[src/rtl/gba_pkg.sv]
package gba_pkg;

  localparam logic [1:0] ACT_ALLOC  = 2'd0;
  localparam logic [1:0] ACT_TAKE   = 2'd1;
  localparam logic [1:0] ACT_RETURN = 2'd2;

  localparam logic [1:0] STAT_OK    = 2'd0;
  localparam logic [1:0] STAT_FULL  = 2'd1;
  localparam logic [1:0] STAT_RANGE = 2'd2;

  localparam logic [0:0] REG_BPG    = 1'b0;
  localparam logic [0:0] REG_BCOUNT = 1'b1;

  localparam logic [10:0] USED_MAX  = 11'd2047;
  localparam logic [12:0] TOTAL_MAX = 13'd8191;

  typedef struct packed {
    logic hit;
    logic miss;
  } scan_stat_t;

endpackage

[src/rtl/gba_scan.sv]
module gba_scan #(
  parameter int GROUPS         = 4,
  parameter int BITS_PER_GROUP = 1024
) (
  input  logic                                                 clk,
  input  logic                                                 rst_n,
  input  logic                                                 start,
  input  logic [$clog2(BITS_PER_GROUP+1)-1:0]                  ebpg,
  input  logic [$clog2(GROUPS+1)-1:0]                          gc,
  input  logic [31:0]                                          rdata,
  output logic [((GROUPS*BITS_PER_GROUP+31)/32 > 1 ?
                 $clog2((GROUPS*BITS_PER_GROUP+31)/32) : 1)-1:0] raddr,
  output gba_pkg::scan_stat_t                                  stat,
  output logic [((GROUPS*BITS_PER_GROUP+31)/32 > 1 ?
                 $clog2((GROUPS*BITS_PER_GROUP+31)/32) : 1)-1:0] hit_addr,
  output logic [4:0]                                           hit_bit,
  output logic [(GROUPS > 1 ? $clog2(GROUPS) : 1)-1:0]         hit_g,
  output logic [$clog2(GROUPS*BITS_PER_GROUP+BITS_PER_GROUP+1)-1:0] hit_index
);

  localparam int N     = GROUPS * BITS_PER_GROUP;
  localparam int WORDS = (N + 31) / 32;
  localparam int AW    = WORDS > 1 ? $clog2(WORDS) : 1;
  localparam int GW    = GROUPS > 1 ? $clog2(GROUPS) : 1;
  localparam int GGW   = $clog2(GROUPS + 1);
  localparam int PXW   = $clog2(N + BITS_PER_GROUP + 1);

  // issue stage: walks word addresses group by group
  logic           iss_on_r;
  logic [AW-1:0]  iss_addr_r;
  logic [GW-1:0]  iss_g_r;
  logic [PXW-1:0] iss_sb_r;
  logic [PXW-1:0] iss_gbase_r;
  logic [PXW-1:0] iss_eb;
  logic [AW-1:0]  last_word;
  logic           at_last_word;
  logic           group_last;
  logic [PXW-1:0] p;
  logic [31:0]    mask;

  // check stage: aligned with registered RAM read data
  logic           chk_v_r;
  logic [AW-1:0]  chk_addr_r;
  logic [31:0]    chk_mask_r;
  logic [PXW-1:0] chk_sb_r;
  logic [PXW-1:0] chk_gbase_r;
  logic [GW-1:0]  chk_g_r;
  logic           chk_last_r;
  logic [31:0]    free_bits;
  logic [4:0]     low_bit;

  always_comb begin
    iss_eb       = iss_sb_r + PXW'(ebpg);
    last_word    = AW'((iss_eb - 1'b1) >> 5);
    at_last_word = (iss_addr_r == last_word);
    group_last   = ((GGW'(iss_g_r) + 1'b1) == gc);
    p            = '0;
    for (int j = 0; j < 32; j++) begin
      p       = (PXW'(iss_addr_r) << 5) + PXW'(j);
      mask[j] = (p >= iss_sb_r) && (p < iss_eb);
    end
  end

  always_comb begin
    free_bits = ~rdata & chk_mask_r;
    low_bit   = 5'd0;
    for (int j = 31; j >= 0; j--) begin
      if (free_bits[j]) begin
        low_bit = 5'(j);
      end
    end
  end

  assign raddr     = iss_addr_r;
  assign stat.hit  = chk_v_r && (|free_bits);
  assign stat.miss = chk_v_r && !(|free_bits) && chk_last_r;
  assign hit_addr  = chk_addr_r;
  assign hit_bit   = low_bit;
  assign hit_g     = chk_g_r;
  assign hit_index = chk_gbase_r + ((PXW'(chk_addr_r) << 5) + PXW'(low_bit) - chk_sb_r);

  always_ff @(posedge clk) begin
    if (!rst_n) begin
      iss_on_r <= 1'b0;
      chk_v_r  <= 1'b0;
    end else if (start) begin
      iss_on_r <= 1'b1;
      chk_v_r  <= 1'b0;
    end else if (stat.hit || stat.miss) begin
      iss_on_r <= 1'b0;
      chk_v_r  <= 1'b0;
    end else begin
      chk_v_r <= iss_on_r;
      if (iss_on_r && at_last_word && group_last) begin
        iss_on_r <= 1'b0;
      end
    end
  end

  always_ff @(posedge clk) begin
    if (start) begin
      iss_addr_r  <= '0;
      iss_g_r     <= '0;
      iss_sb_r    <= '0;
      iss_gbase_r <= '0;
    end else if (iss_on_r) begin
      chk_addr_r  <= iss_addr_r;
      chk_mask_r  <= mask;
      chk_sb_r    <= iss_sb_r;
      chk_gbase_r <= iss_gbase_r;
      chk_g_r     <= iss_g_r;
      chk_last_r  <= at_last_word && group_last;
      if (at_last_word) begin
        iss_g_r     <= iss_g_r + 1'b1;
        iss_sb_r    <= iss_sb_r + PXW'(BITS_PER_GROUP);
        iss_gbase_r <= iss_gbase_r + PXW'(ebpg);
        iss_addr_r  <= AW'((iss_sb_r + PXW'(BITS_PER_GROUP)) >> 5);
      end else begin
        iss_addr_r <= iss_addr_r + 1'b1;
      end
    end
  end

endmodule
[config.mk]
export PLATFORM = sky130hd
export DESIGN_NAME = gba_scan
export DESIGN_NICKNAME = d
export VERILOG_FILES = /design/src/rtl/gba_pkg.sv /design/src/rtl/gba_scan.sv
export SDC_FILE = /design/constraint.sdc
export NUM_CORES = 1
export LEC_CHECK = 0
export BUFFER_PORTS_ARGS = -buffer_cell sky130_fd_sc_hd__buf_2
export CAP_MARGIN = 15
export CORE_MARGIN = 4
export CORE_UTILIZATION = 40
export CTS_CLUSTER_DIAMETER = 60
export DETAILED_ROUTE_END_ITERATION = 10
export PLACE_DENSITY_LB_ADDON = 0.2
export SYNTH_ARGS = -nofsm -noshare
export SYNTH_HDL_FRONTEND = slang
export SYNTH_SLANG_ARGS = --single-unit
export TNS_END_PERCENT = 20
[constraint.sdc]
create_clock -name clk -period 11.9 [get_ports clk]
set_clock_uncertainty 0.15 [all_clocks]
set_input_delay 0.595 -clock clk [delete_from_list [all_inputs] [get_ports clk]]
set_output_delay 0.595 -clock clk [all_outputs]
set_load 0.01 [all_outputs]
After elaboration in Yosys (flattened, before gate mapping)
Cells that the tools add are included.
{ "totals": {"reg_bits": 105, "input_bits": 49, "out_inout_bits": 36, "word_cells": 204} }
{ "op_classes": {"n_addsub": 41, "order_cmp": 64, "bitwise": 4, "mux": 36, "n_eq_ne": 2, "n_reduce_logical": 45} }
{ "op_table": {"columns": ["cell", "n"], "rows": [
  ["greater-or-equal comparator 13 bit", 31],
  ["less-than comparator 13 bit", 31],
  ["adder 12 x 5 -> 13 bit (second input constant)", 16],
  ["two-way mux 5 bit", 32],
  ["adder 12 x 4 -> 13 bit (second input constant)", 8],
  ["adder 12 x 3 -> 13 bit (second input constant)", 4],
  ["logical AND 1 bit", 38],
  ["bitwise AND 32 bit", 1],
  ["NOT 32 bit", 1],
  ["OR reduction 32 bit", 1],
  ["adder 12 x 2 -> 13 bit (second input constant)", 2],
  ["adder 13 x 11 -> 13 bit", 2],
  ["adder 12 x 1 -> 13 bit (second input constant)", 1],
  ["adder 12 x 5 -> 13 bit", 1],
  ["adder 13 x 11 -> 13 bit (second input constant)", 1],
  ["adder 13 bit", 1],
  ["greater-or-equal comparator 12 x 13 -> 1 bit", 1],
  ["less-than comparator 12 x 13 -> 1 bit", 1],
  ["subtractor 13 bit", 1],
  ["subtractor 12 x 1 -> 12 bit (second input constant)", 1],
  ["adder 7 x 1 -> 7 bit (second input constant)", 1],
  ["equality test 7 bit", 1],
  ["two-way mux 7 bit", 1],
  ["AND reduction 2 bit", 2],
  ["other kinds (9)", 12]
]} }

Longest topological paths before layout
Gate-level depths: netlist (run 1).
{ "logic_depth": {"ltp_word": 37, "depth_mapped": 17, "mapped_depth_nobuf": 17} }

Worst setup path before layout (run 1)
No wires, ideal clock.
{ "synth_timing": {"path_kind": "input -> output", "start": "input rdata[26]", "end": "output hit_index[11]", "n_path_buf": 0, "required_time_ps": 11155, "stages": 16, "path_slack_ps": 7802, "arrival_time_ps": 3353, "cell_sequence": "nand2b_1 nor2b_1 and2_1 nor2b_1 o21ai_0 a21boi_0 o211ai_1 ha_1 inv_1 ha_1 a21oi_1 o21bai_1 a221oi_1 o2111ai_1 a21oi_1 xnor2_1"} }
{ "synth_via": {"elab_chain_cells": 32} }
{ "synth_rtl": {"columns": ["element", "line", "rtl"], "rows": [
  ["start, declared", "gba_scan.sv:10", "input logic [31:0] rdata,"],
  ["NOT 32 bit", "gba_scan.sv:65", "free_bits = ~rdata & chk_mask_r;"],
  ["bitwise AND 32 bit", "gba_scan.sv:65", null],
  ["two-way mux 5 bit (27 in series)", "gba_scan.sv:68", "if (free_bits[j]) begin"],
  ["adder 12 x 5 -> 13 bit", "gba_scan.sv:80", "assign hit_index = chk_gbase_r + ((PXW'(chk_addr_r) << 5) + PXW'(low_bit) - chk_sb_r);"],
  ["subtractor 13 bit", "gba_scan.sv:80", null],
  ["adder 13 bit", "gba_scan.sv:80", null],
  ["end, declared", "gba_scan.sv:18", "output logic [$clog2(GROUPS*BITS_PER_GROUP+BITS_PER_GROUP+1)-1:0] hit_index"]
]} }
No other way between the ends.

Final worst setup path (run 1)
{ "layout_timing": {"start": "register chk_mask_r[31]", "end": "output hit_index[11]"} }
{ "layout_via": {"elab_chain_cells": 36} }
{ "layout_rtl": {"columns": ["element", "line", "rtl"], "rows": [
  ["start, declared", "gba_scan.sv:44", "logic [31:0] chk_mask_r;"],
  ["start signal, assigned", "gba_scan.sv:108", "chk_mask_r <= mask;"],
  ["bitwise AND 32 bit", "gba_scan.sv:65", null],
  ["two-way mux 5 bit (32 in series)", "gba_scan.sv:68", null],
  ["adder 12 x 5 -> 13 bit", "gba_scan.sv:80", null],
  ["subtractor 13 bit", "gba_scan.sv:80", null],
  ["adder 13 bit", "gba_scan.sv:80", null]
]} }
No other way between the ends.

==> results of run 1 <==
## power by group
part	switching (uW)	internal, uW
logic	78.4	55.0
registers	6.90	325
clock network	113	175
total	198	555
## worst max-delay path: cells and delay by family, from the launching register on
kind            cells  cell delay, ns
flops               1            0.39
compound gates      8            1.94
buf+inv             2            0.20
simple gates        3            0.77
xor+xnor            1            0.13
fa+ha+maj           2            0.50
## sequential cells by signal, summed over array words and instances (netlist names)
register     flops
chk_mask_r      32
iss_g_r          2
iss_gbase_r     13
chk_sb_r         3
iss_on_r         1
hit_g            2
iss_sb_r         3
chk_v_r          1
chk_gbase_r     13
raddr            7
hit_addr         7
chk_last_r       1
## cells in the mapped netlist (8+ instances only)
cell type / count / share of area, %
o21ai_0: 27 / 2.3
dfxtp_1: 27 / 9.2
o21a_1: 9 / 1.2
a21oi_1: 57 / 4.9
nor2b_1: 29 / 3.1
xnor2_1: 21 / 3.1
xor2_1: 10 / 1.5
nor3_1: 8 / 0.68
nor2_1: 63 / 4.0
edfxtp_1: 58 / 30
inv_1: 74 / 4.8
nand2b_1: 14 / 1.5
clkbuf_1: 15 / 0.96
nand2_1: 36 / 2.3
nand3_1: 15 / 1.3
mux2i_1: 13 / 2.2
ha_1: 48 / 10
## final timing paths
kind	cells after the start	end	startpoint	slack, ns
setup / recovery	16	hit_index[11]	chk_mask_r[31]$_DFFE_PP_	6.90
hold / removal	0	hit_g[1]$_DFFE_PP_	iss_g_r[1]$_SDFFE_PP0P_	0.32
setup reg to reg	9	iss_gbase_r[11]$_SDFFE_PP0P_	iss_sb_r[10]$_SDFFE_PP0P_	8.79
hold reg to reg	0	hit_g[1]$_DFFE_PP_	iss_g_r[1]$_SDFFE_PP0P_	0.32
## cells by family after synthesis
logic type,count (synthesis)
simple gates,212
compound gates,153
xor+xnor,31
mux,15
flops,85
fa+ha+maj,51
buf+inv,95
## final cells by class
cell class,count,area (sq um)
fill,1367,7360
inverter,74,278
timing repair buffer,87,440
tap,180,225
clock buffer,11,254
multi-input combinational,462,3200
clock inverter,5,57.6
sequential,85,2280
## through the flow
| step | setup WS, ns | cells |
|---|---|---|
| after floorplan | 7.80 | 642 |
| after global routing | 6.54 | 904 |
| after CTS | 6.87 | 903 |
| after detailed placement | 7.08 | 887 |
| after global placement | 7.11 | 887 |
| final | 6.90 | 904 |
## layer usage
layer | up-vias | global-route usage [%]
li1 | 2429 | -
met1 | 2251 | 24.5
met2 | 135 | 27.0
met3 | 24 | 3.28
met4 | 0 | 5.62
met5 | - | 0
==> results.py, run 1 <==
metrics = {
    "status": {
        "outcome": "finished clean",
    },
    "critical_path": {
        "worstSetupPathType": "register to output pin",
        "critical_path_required_ns": 11.16,
        "cp.arrival_ns": 4.26,
        "cp_cell_sequence": "nor2b_1 -> nor4_1 -> nor2b_1 -> o21ai_0 -> a21boi_0 -> o211ai_1 -> ha_1 -> inv_1 -> ha_1 -> a21oi_1 -> o21bai_1 -> a221oi_1 -> o2111ai_1 -> a21oi_1 -> xnor2_1 -> buf_2",
        "crit_fanout": 3,
        "critPathLaunchType": "register",
        "crit_slowest_cell": "nor4_1",
        "max_stage_delay_ns": 0.50,
        "end_kind": "output pin",
    },
    "logic_synthesis": {
        "ys_seq_elements": 85,
        "ys_types": 68,
        "syn_area_per_cell_sq_um": 9.11,
        "synth_fp_nets": 742,
        "synth_mux_area_share_pct": 2.61,
        "ys_warn_count": 0,
        "synthArstFlopShare_pct": 0,
        "synth_compound_area_share_pct": 17.0,
        "synth-simple-area-share_pct": 19.0,
        "ys_seq_area_share_pct": 39.0,
        "synthXorXnorAreaFrac_pct": 4.64,
        "syn_inst": 642,
        "synth_flop_cell": "edfxtp_1",
        "synthAdderAreaFrac_pct": 11.3,
        "synth_edf_count": 58,
        "synth_top_family_by_area": "simple AND/OR/NAND/NOR gates",
        "netlist_area_sq_um": 5850,
    },
    "finish": {
        "final_common_cell": "buf_2",
        "fin_util_pct": 47.8,
        "syn2layout_area_growth_pct": 15.2,
        "final_cell_mix": "buf_2, inv_1, nor2_1, edfxtp_1, a21oi_1",
        "design_area_sq_um": 6730,
        "n_antenna_cell": 0,
        "drive_gt1_share_pct": 16.0,
        "final_nets": 819,
    },
    "routing": {
        "wl_microns": 14300,
        "via_per_inst": 5.35,
        "routed-wl-met3_microns": 852,
        "vias": 4839,
        "ant_nets": 0,
        "drt_iter0_markers": 246,
        "route.detailed.drc": 0,
        "topRoutingLayerUsed": "met4",
        "met2_length_microns": 6390,
        "dr.pass1.iters": 5,
        "wl_per_cell_microns": 15.8,
        "m1WireLength_microns": 6750,
    },
    "placement": {
        "postPlaceCellArea_sq_um": 6420,
        "gp_congestion": 0.890,
        "io_buffers": 84,
        "hpwl_microns": 10900,
    },
    "power": {
        "p_per_area_nw_per_um2": 112,
        "p_leak_uw": 0.00289,
        "p_total_uw": 753,
        "ir_worst_vdd_mv": 0.0592,
    },
    "die": {
        "die_h_microns": 129,
        "dieArea_sq_um": 16600,
        "ioPinCount": 85,
        "initial_core_util_pct": 41.5,
        "row_count": 43,
        "core_area_sq_um": 14100,
        "die_x_microns": 129,
    },
    "global_route": {
        "grt_pass1_wl_microns": 23200,
        "grt_pass1_vias": 4619,
        "antenna_found_initial": 0,
        "grt_max_degree": 47,
        "overflow": 0,
        "track_usage_pct": 17.4,
    },
    "clock_tree": {
        "postCtsSetupBuffers": 0,
        "htreeDepth": 3,
        "cts_buffers": 9,
        "tritoncts": "yes",
        "clkSinkCount": 85,
        "cts_resized": 0,
        "root_buffer": "clkbuf_16",
        "hold_buffers": 0,
        "clk_latency_ns": 0.34,
        "clk_pin_slew_ns": 0.06,
        "cts_max_path_buffers": 2,
    },
    "sta": {
        "finalSetupTns_ns": 0,
        "rsz0062_at_grt": "no",
        "setup_viol": 0,
        "max_freq_mhz": 200,
        "period_minus_slack_ns": 5.00,
        "hold_violations": 0,
        "hold_ws_ns": 0.319,
        "slew_headroom_pct": 32.6,
        "worst_pin_slew_ns": 1.00,
        "finalCritPeriodShare_pct": 42.0,
        "slew_viol_final": 0,
    },
    "job": {
        "cap_violations": 0,
    },
    "worst_hold_path": {
        "hp-class": "register to register",
    },
}
No activity file was read; power rests on OpenSTA's default activity.
==> run 2: changes to the inputs <==
==> constraint.sdc (replaced) <==
create_clock -name clk -period 4.1 [get_ports clk]
set_clock_uncertainty 0.15 [all_clocks]
set_input_delay 0.205 -clock clk [delete_from_list [all_inputs] [get_ports clk]]
set_output_delay 0.205 -clock clk [all_outputs]
set_load 0.01 [all_outputs]
==> run 2 against run 1 <==
Combinational power rose to 3.2 times the previous value; global-route usage up 0.61 points; clock-buffer cell count up 2; hold slack worse by 0.17 ns; critical path depth up 1; final area up 2.5%; final cell count up 0.77%; die area unchanged; setup slack worse by 6.7 ns; sequential share of layout area down 0.82 points.
==> results.py, run 2 (synthesis results as in run 1) <==
metrics = {
    "status": {
        "outcome": "finished clean",
    },
    "clock_tree": {
        "tritoncts": "yes",
        "cts_max_path_buffers": 2,
        "cts_buffers": 9,
        "clk_pin_slew_ns": 0.06,
        "root_buffer": "clkbuf_16",
        "clk_latency_ns": 0.34,
        "clkSinkCount": 85,
        "htreeDepth": 3,
    },
    "global_route": {
        "track_usage_pct": 18.0,
        "gr-usage-met3_pct": 3.11,
        "grt_max_degree": 40,
        "use_met2_pct": 28.4,
        "antenna_found_initial": 0,
        "gr-usage-met1_pct": 25.3,
        "gr-max-usage-layer": "met2",
        "overflow": 0,
        "grt_pass1_wl_microns": 23900,
        "grt_pass1_vias": 4806,
    },
    "finish": {
        "largest_register_ffs": 32,
        "syn2layout_area_growth_pct": 18.0,
        "n_antenna_cell": 0,
        "final_nets": 826,
        "fin_util_pct": 49.0,
        "drive_gt1_share_pct": 20.1,
        "reg_top3": "chk_mask_r x32, chk_gbase_r x13, iss_gbase_r x13",
        "final_cell_mix": "buf_2, inv_1, nor2_1, edfxtp_1, a21oi_1",
        "final_common_cell": "buf_2",
        "regMostFlops": "chk_mask_r",
    },
    "critical_path": {
        "critical_path.endpoint": "hit_index[12]",
        "cp-startpoint": "chk_mask_r[26]$_DFFE_PP_",
        "end_kind": "output pin",
        "cp.arrival_ns": 3.56,
        "reg2reg_depth": 9,
        "worstSetupPathType": "register to output pin",
        "reg2reg_to": "iss_gbase_r[11]$_SDFFE_PP0P_",
        "critical_path_required_ns": 3.74,
        "timing.rr.start": "iss_sb_r[10]$_SDFFE_PP0P_",
        "critPathLaunchType": "register",
        "regToRegSetupSlack_ns": 0.95,
        "crit_fanout": 3,
    },
    "routing": {
        "via_per_inst": 5.36,
        "drt_iter0_markers": 298,
        "wl_microns": 14800,
        "vias": 4883,
        "wl_per_cell_microns": 16.3,
        "route.detailed.drc": 0,
        "ant_nets": 0,
        "dr.pass1.iters": 5,
    },
    "placement": {
        "io_buffers": 84,
        "hpwl_microns": 11100,
        "gp_congestion": 0.902,
    },
    "power": {
        "power.internal_uw": 1560,
        "power_frac_comb_pct": 19.5,
        "p_sw_share_pct": 27.4,
        "seq_power_share_pct": 44.8,
        "ir_worst_vdd_mv": 0.192,
        "p_per_area_nw_per_um2": 311,
        "p_total_uw": 2150,
        "p_leak_uw": 0.00293,
        "p_sw_uw": 588,
        "pwr-share-clk_pct": 35.7,
    },
    "sta": {
        "rsz0062_at_grt": "yes",
        "worst_pin_slew_ns": 1.04,
        "hold_violations": 0,
        "finalSetupTns_ns": 0,
        "finalCritPeriodShare_pct": 95.6,
        "max_freq_mhz": 255,
        "setup_viol": 0,
        "period_minus_slack_ns": 3.92,
        "slew_headroom_pct": 30.4,
        "slew_viol_final": 0,
    },
    "die": {
        "dieArea_sq_um": 16600,
        "ioPinCount": 85,
        "initial_core_util_pct": 41.5,
        "die_x_microns": 129,
        "core_area_sq_um": 14100,
        "row_count": 43,
        "die_h_microns": 129,
    },
    "job": {
        "cap_violations": 0,
    },
    "worst_hold_path": {
        "hp-class": "input port to register",
        "min_path_cells": 4,
    },
}
run 2: cell types whose count changed in the layout (fill, tap and decap cells not counted), moves of 3 or more:
cell,change
o21ai_0,-5
nor2b_4,+3
buf_4,+7
nor2_1,-3
nor2b_1,-5
nor2_2,+3
a21oi_2,+7
a21oi_1,-7
o21ai_1,+3
run 2: cell type report:
type	instances	area (sq um)
Multi-Input combinational cell	462	3340
Clock inverter	3	20.0
Tap cell	180	225
Fill cell	1330	7200
Timing Repair Buffer	94	498
Clock buffer	13	260
Inverter	74	278
Sequential cell	85	2280
run 2: repair_timing:
item / in CTS / in global routing
buffers inserted: 2 / 0
hold endpoints to repair: 2 / 0
hold buffers: 1 / 0
endpoints found under the setup margin: 6 / 6
resized for setup: 12 / 26
pin swaps: 10 / 14
run 2: critical path, cell delays in order, from the launching register on:
cell and delay [ns]:
edfxtp_1 0.36, nand2b_1 0.11, nor2b_2 0.17, o31ai_1 0.08, a211o_1 0.29, a21oi_2 0.23, o31ai_4 0.09, a21oi_2 0.15
ha_1 0.28, ha_1 0.24, nor2b_1 0.15, o21a_1 0.17, o21ai_2 0.07, a21oi_2 0.19, o211ai_1 0.16, a21oi_1 0.20
xnor2_1 0.14, buf_2 0.15
run 2: how the worst min path moves through the flow:
stage | startpoint | to
floorplan | rst_n | iss_on_r$_SDFFE_PN0P_
global placement | iss_gbase_r[12]$_SDFFE_PP0P_ | chk_gbase_r[12]$_DFFE_PP_
detailed placement | iss_gbase_r[12]$_SDFFE_PP0P_ | chk_gbase_r[12]$_DFFE_PP_
CTS | gc[0] | iss_on_r$_SDFFE_PN0P_
global route | ebpg[0] | chk_mask_r[6]$_DFFE_PP_
finish | gc[0] | iss_on_r$_SDFFE_PN0P_
run 2: through the flow:
step | hold slack (ns) | cell area (sq um) | setup WS [ns] | instances
after global routing | 0.199 | 6900 | -0.0786 | 911
final | 0.147 | 6900 | 0.181 | 911
after detailed placement | 0.298 | 6450 | 0.0400 | 892
after CTS | 0.154 | 6800 | 0.0349 | 911
after floorplan | 0.174 | 5850 | 0.283 | 642
after global placement | 0.281 | 6450 | 0.124 | 892
run 2: power groups by stage:
stage	Sequential [uW]	Clock [uW]	Combinational [uW]
after floorplan	976	0	262
after global placement	980	0	385
after detailed placement	981	0	394
after CTS	962	778	408
after global routing	964	827	470
final	963	767	419
run 2: metal layers:
metal / up-vias / part of all wire [%]
li1: 2433 / -
met1: 2290 / 47
met2: 138 / 46
met3: 22 / 5.3
met4: 0 / 1.8
met5: - / 0
==> run 3: changes to the inputs <==
==> constraint.sdc (replaced) <==
create_clock -name clk -period 3.8 [get_ports clk]
set_clock_uncertainty 0.15 [all_clocks]
set_input_delay 0.19 -clock clk [delete_from_list [all_inputs] [get_ports clk]]
set_output_delay 0.19 -clock clk [all_outputs]
set_load 0.01 [all_outputs]
==> run 3 against run 2 <==
The run now ends with negative setup slack left; total power rose by 10%; hold slack worse by 0.0077 ns; routed wire length is 1.2% higher; die area stayed put; sequential power grew 7%; critical path depth is 1 higher; final area rose by 2.7%; via count rose by 0.94%; register-to-register slack got worse by 0.13 ns.
==> results.py, run 3 (synthesis results as in run 1) <==
metrics = {
    "sta": {
        "hold_violations": 0,
        "period_minus_slack_ns": 3.87,
        "slew_headroom_pct": 48.3,
        "max_freq_mhz": 259,
        "setup_viol": 2,
        "worst_pin_slew_ns": 0.756,
        "finalCritPeriodShare_pct": 102,
        "slew_viol_final": 0,
        "fin_ws_ns": -0.0655,
        "rsz0062_at_grt": "yes",
        "finalSetupTns_ns": -0.100,
    },
    "power": {
        "power_frac_comb_pct": 20.6,
        "p_sw_uw": 670,
        "ir_worst_vdd_mv": 0.231,
        "p_sw_share_pct": 28.3,
        "seq_power_share_pct": 43.7,
        "p_per_area_nw_per_um2": 334,
        "power.internal_uw": 1690,
        "p_leak_uw": 0.00305,
        "pwr-share-clk_pct": 35.7,
    },
    "finish": {
        "fin_util_pct": 50.3,
        "drive_gt1_share_pct": 23.5,
        "largest_register_ffs": 32,
        "final_cell_mix": "buf_2, inv_1, nor2_1, edfxtp_1, a21oi_1",
        "final_common_cell": "buf_2",
        "syn2layout_area_growth_pct": 21.2,
        "n_antenna_cell": 0,
        "reg_top3": "chk_mask_r x32, chk_gbase_r x13, iss_gbase_r x13",
        "final_nets": 844,
        "regMostFlops": "chk_mask_r",
    },
    "die": {
        "row_count": 43,
        "core_area_sq_um": 14100,
        "ioPinCount": 85,
        "die_h_microns": 129,
        "initial_core_util_pct": 41.5,
        "dieArea_sq_um": 16600,
        "die_x_microns": 129,
    },
    "global_route": {
        "gr-usage-met3_pct": 2.53,
        "grt_max_degree": 36,
        "use_met2_pct": 28.3,
        "gr-usage-met1_pct": 26.7,
        "track_usage_pct": 18.1,
        "overflow": 0,
        "grt_pass1_wl_microns": 24000,
        "antenna_found_initial": 0,
        "grt_pass1_vias": 4648,
        "gr-max-usage-layer": "met2",
    },
    "clock_tree": {
        "clk_pin_slew_ns": 0.07,
        "clk_latency_ns": 0.34,
        "cts_max_path_buffers": 2,
        "tritoncts": "yes",
        "cts_buffers": 9,
        "root_buffer": "clkbuf_16",
        "clkSinkCount": 85,
        "htreeDepth": 3,
    },
    "routing": {
        "wl_per_cell_microns": 16.1,
        "dr.pass1.iters": 5,
        "route.detailed.drc": 0,
        "drt_iter0_markers": 255,
        "wl_microns": 15000,
        "via_per_inst": 5.31,
        "vias": 4929,
        "ant_nets": 0,
    },
    "status": {
        "violations": "negative setup slack",
        "outcome": "finished with violations",
    },
    "worst_hold_path": {
        "hp-class": "input port to register",
    },
    "critical_path": {
        "crit_fanout": 3,
        "worstSetupPathType": "register to output pin",
        "cp.arrival_ns": 3.53,
        "critical_path_required_ns": 3.46,
        "critPathLaunchType": "register",
        "end_kind": "output pin",
    },
    "placement": {
        "io_buffers": 84,
        "gp_congestion": 0.844,
        "hpwl_microns": 11300,
    },
    "job": {
        "cap_violations": 0,
    },
}
[run 3: cell types whose count changed in the layout (fill, tap and decap cells not counted), moves of 2 or more]
| cell | previous run | this run |
|---|---|---|
| o31ai_2 | 0 | 2 |
| nor2b_4 | 4 | 7 |
| buf_4 | 9 | 26 |
| clkbuf_1 | 2 | 0 |
| nor2b_1 | 23 | 20 |
| inv_4 | 0 | 2 |
| ha_1 | 47 | 45 |
| nor2_1 | 60 | 58 |
[run 3: per-stage QoR]
step	cell area (sq um)	hold slack [ns]	std cells	total power, uW	setup WS (ns)
floorplan	5850	0.159	642	1340	0.323
global placement	6570	0.284	906	1490	-0.103
detailed placement	6570	0.291	906	1500	-0.126
CTS	6950	0.132	923	2360	-0.175
global route	7090	0.155	929	2480	-0.266
finish	7090	0.139	929	2360	-0.0655
[run 3: path summary, 6_finish.rpt]
| path | startpoint | end | slack (ns) | cells after the start |
|---|---|---|---|---|
| worst max-delay path | chk_mask_r[28]$_DFFE_PP_ | hit_index[12] | -0.07 | 18 |
| worst min-delay path | gc[0] | iss_on_r$_SDFFE_PN0P_ | 0.14 | 4 |
| worst max register to register | iss_sb_r[10]$_SDFFE_PP0P_ | iss_gbase_r[11]$_SDFFE_PP0P_ | 0.82 | 9 |
| worst min register to register | iss_gbase_r[12]$_SDFFE_PP0P_ | chk_gbase_r[12]$_DFFE_PP_ | 0.31 | 0 |
[run 3: critical path, stage by stage, from the launching register on]
cell and delay [ns]:
edfxtp_1 0.38, nor2b_4 0.15, nor4_2 0.24, buf_4 0.16, nor2b_2 0.04, o21ai_2 0.16, a21boi_2 0.08, o211ai_1 0.17
ha_1 0.27, inv_2 0.07, ha_4 0.21, nor2b_4 0.13, o21a_1 0.18, o21ai_2 0.16, a21oi_2 0.09, o211ai_1 0.27
a21oi_1 0.13, xnor2_1 0.14, buf_2 0.15
[run 3: what timing repair did]
item                       4_1_cts  5_1_grt
hold endpoints to repair         2        0
gates resized for setup         25       26
setup endpoints to repair        7        7
hold buffers                     1        0
pin swaps                       19       21
setup buffers                    0        6
[run 3: routing by layer]
| metal | routed length (microns) | part of all wire (%) |
|---|---|---|
| met4 | 128 | 0.85 |
| met3 | 642 | 4.3 |
| met5 | 0 | 0 |
| met2 | 6910 | 46 |
| met1 | 7310 | 49 |
[run 3: final cells by class]
type,instances,area (sq um)
sequential,85,2280
tap,180,225
inverter,74,278
clock buffer,10,239
fill,1360,7010
multi-input combinational,462,3380
timing repair buffer,112,646
clock inverter,6,42.5
[run 3: power groups by stage]
stage	logic [uW]	clock network [uW]	registers, uW
after floorplan	283	0	1050
after global placement	437	0	1050
after detailed placement	445	0	1050
after CTS	465	861	1030
after global routing	541	900	1040
final	488	844	1030
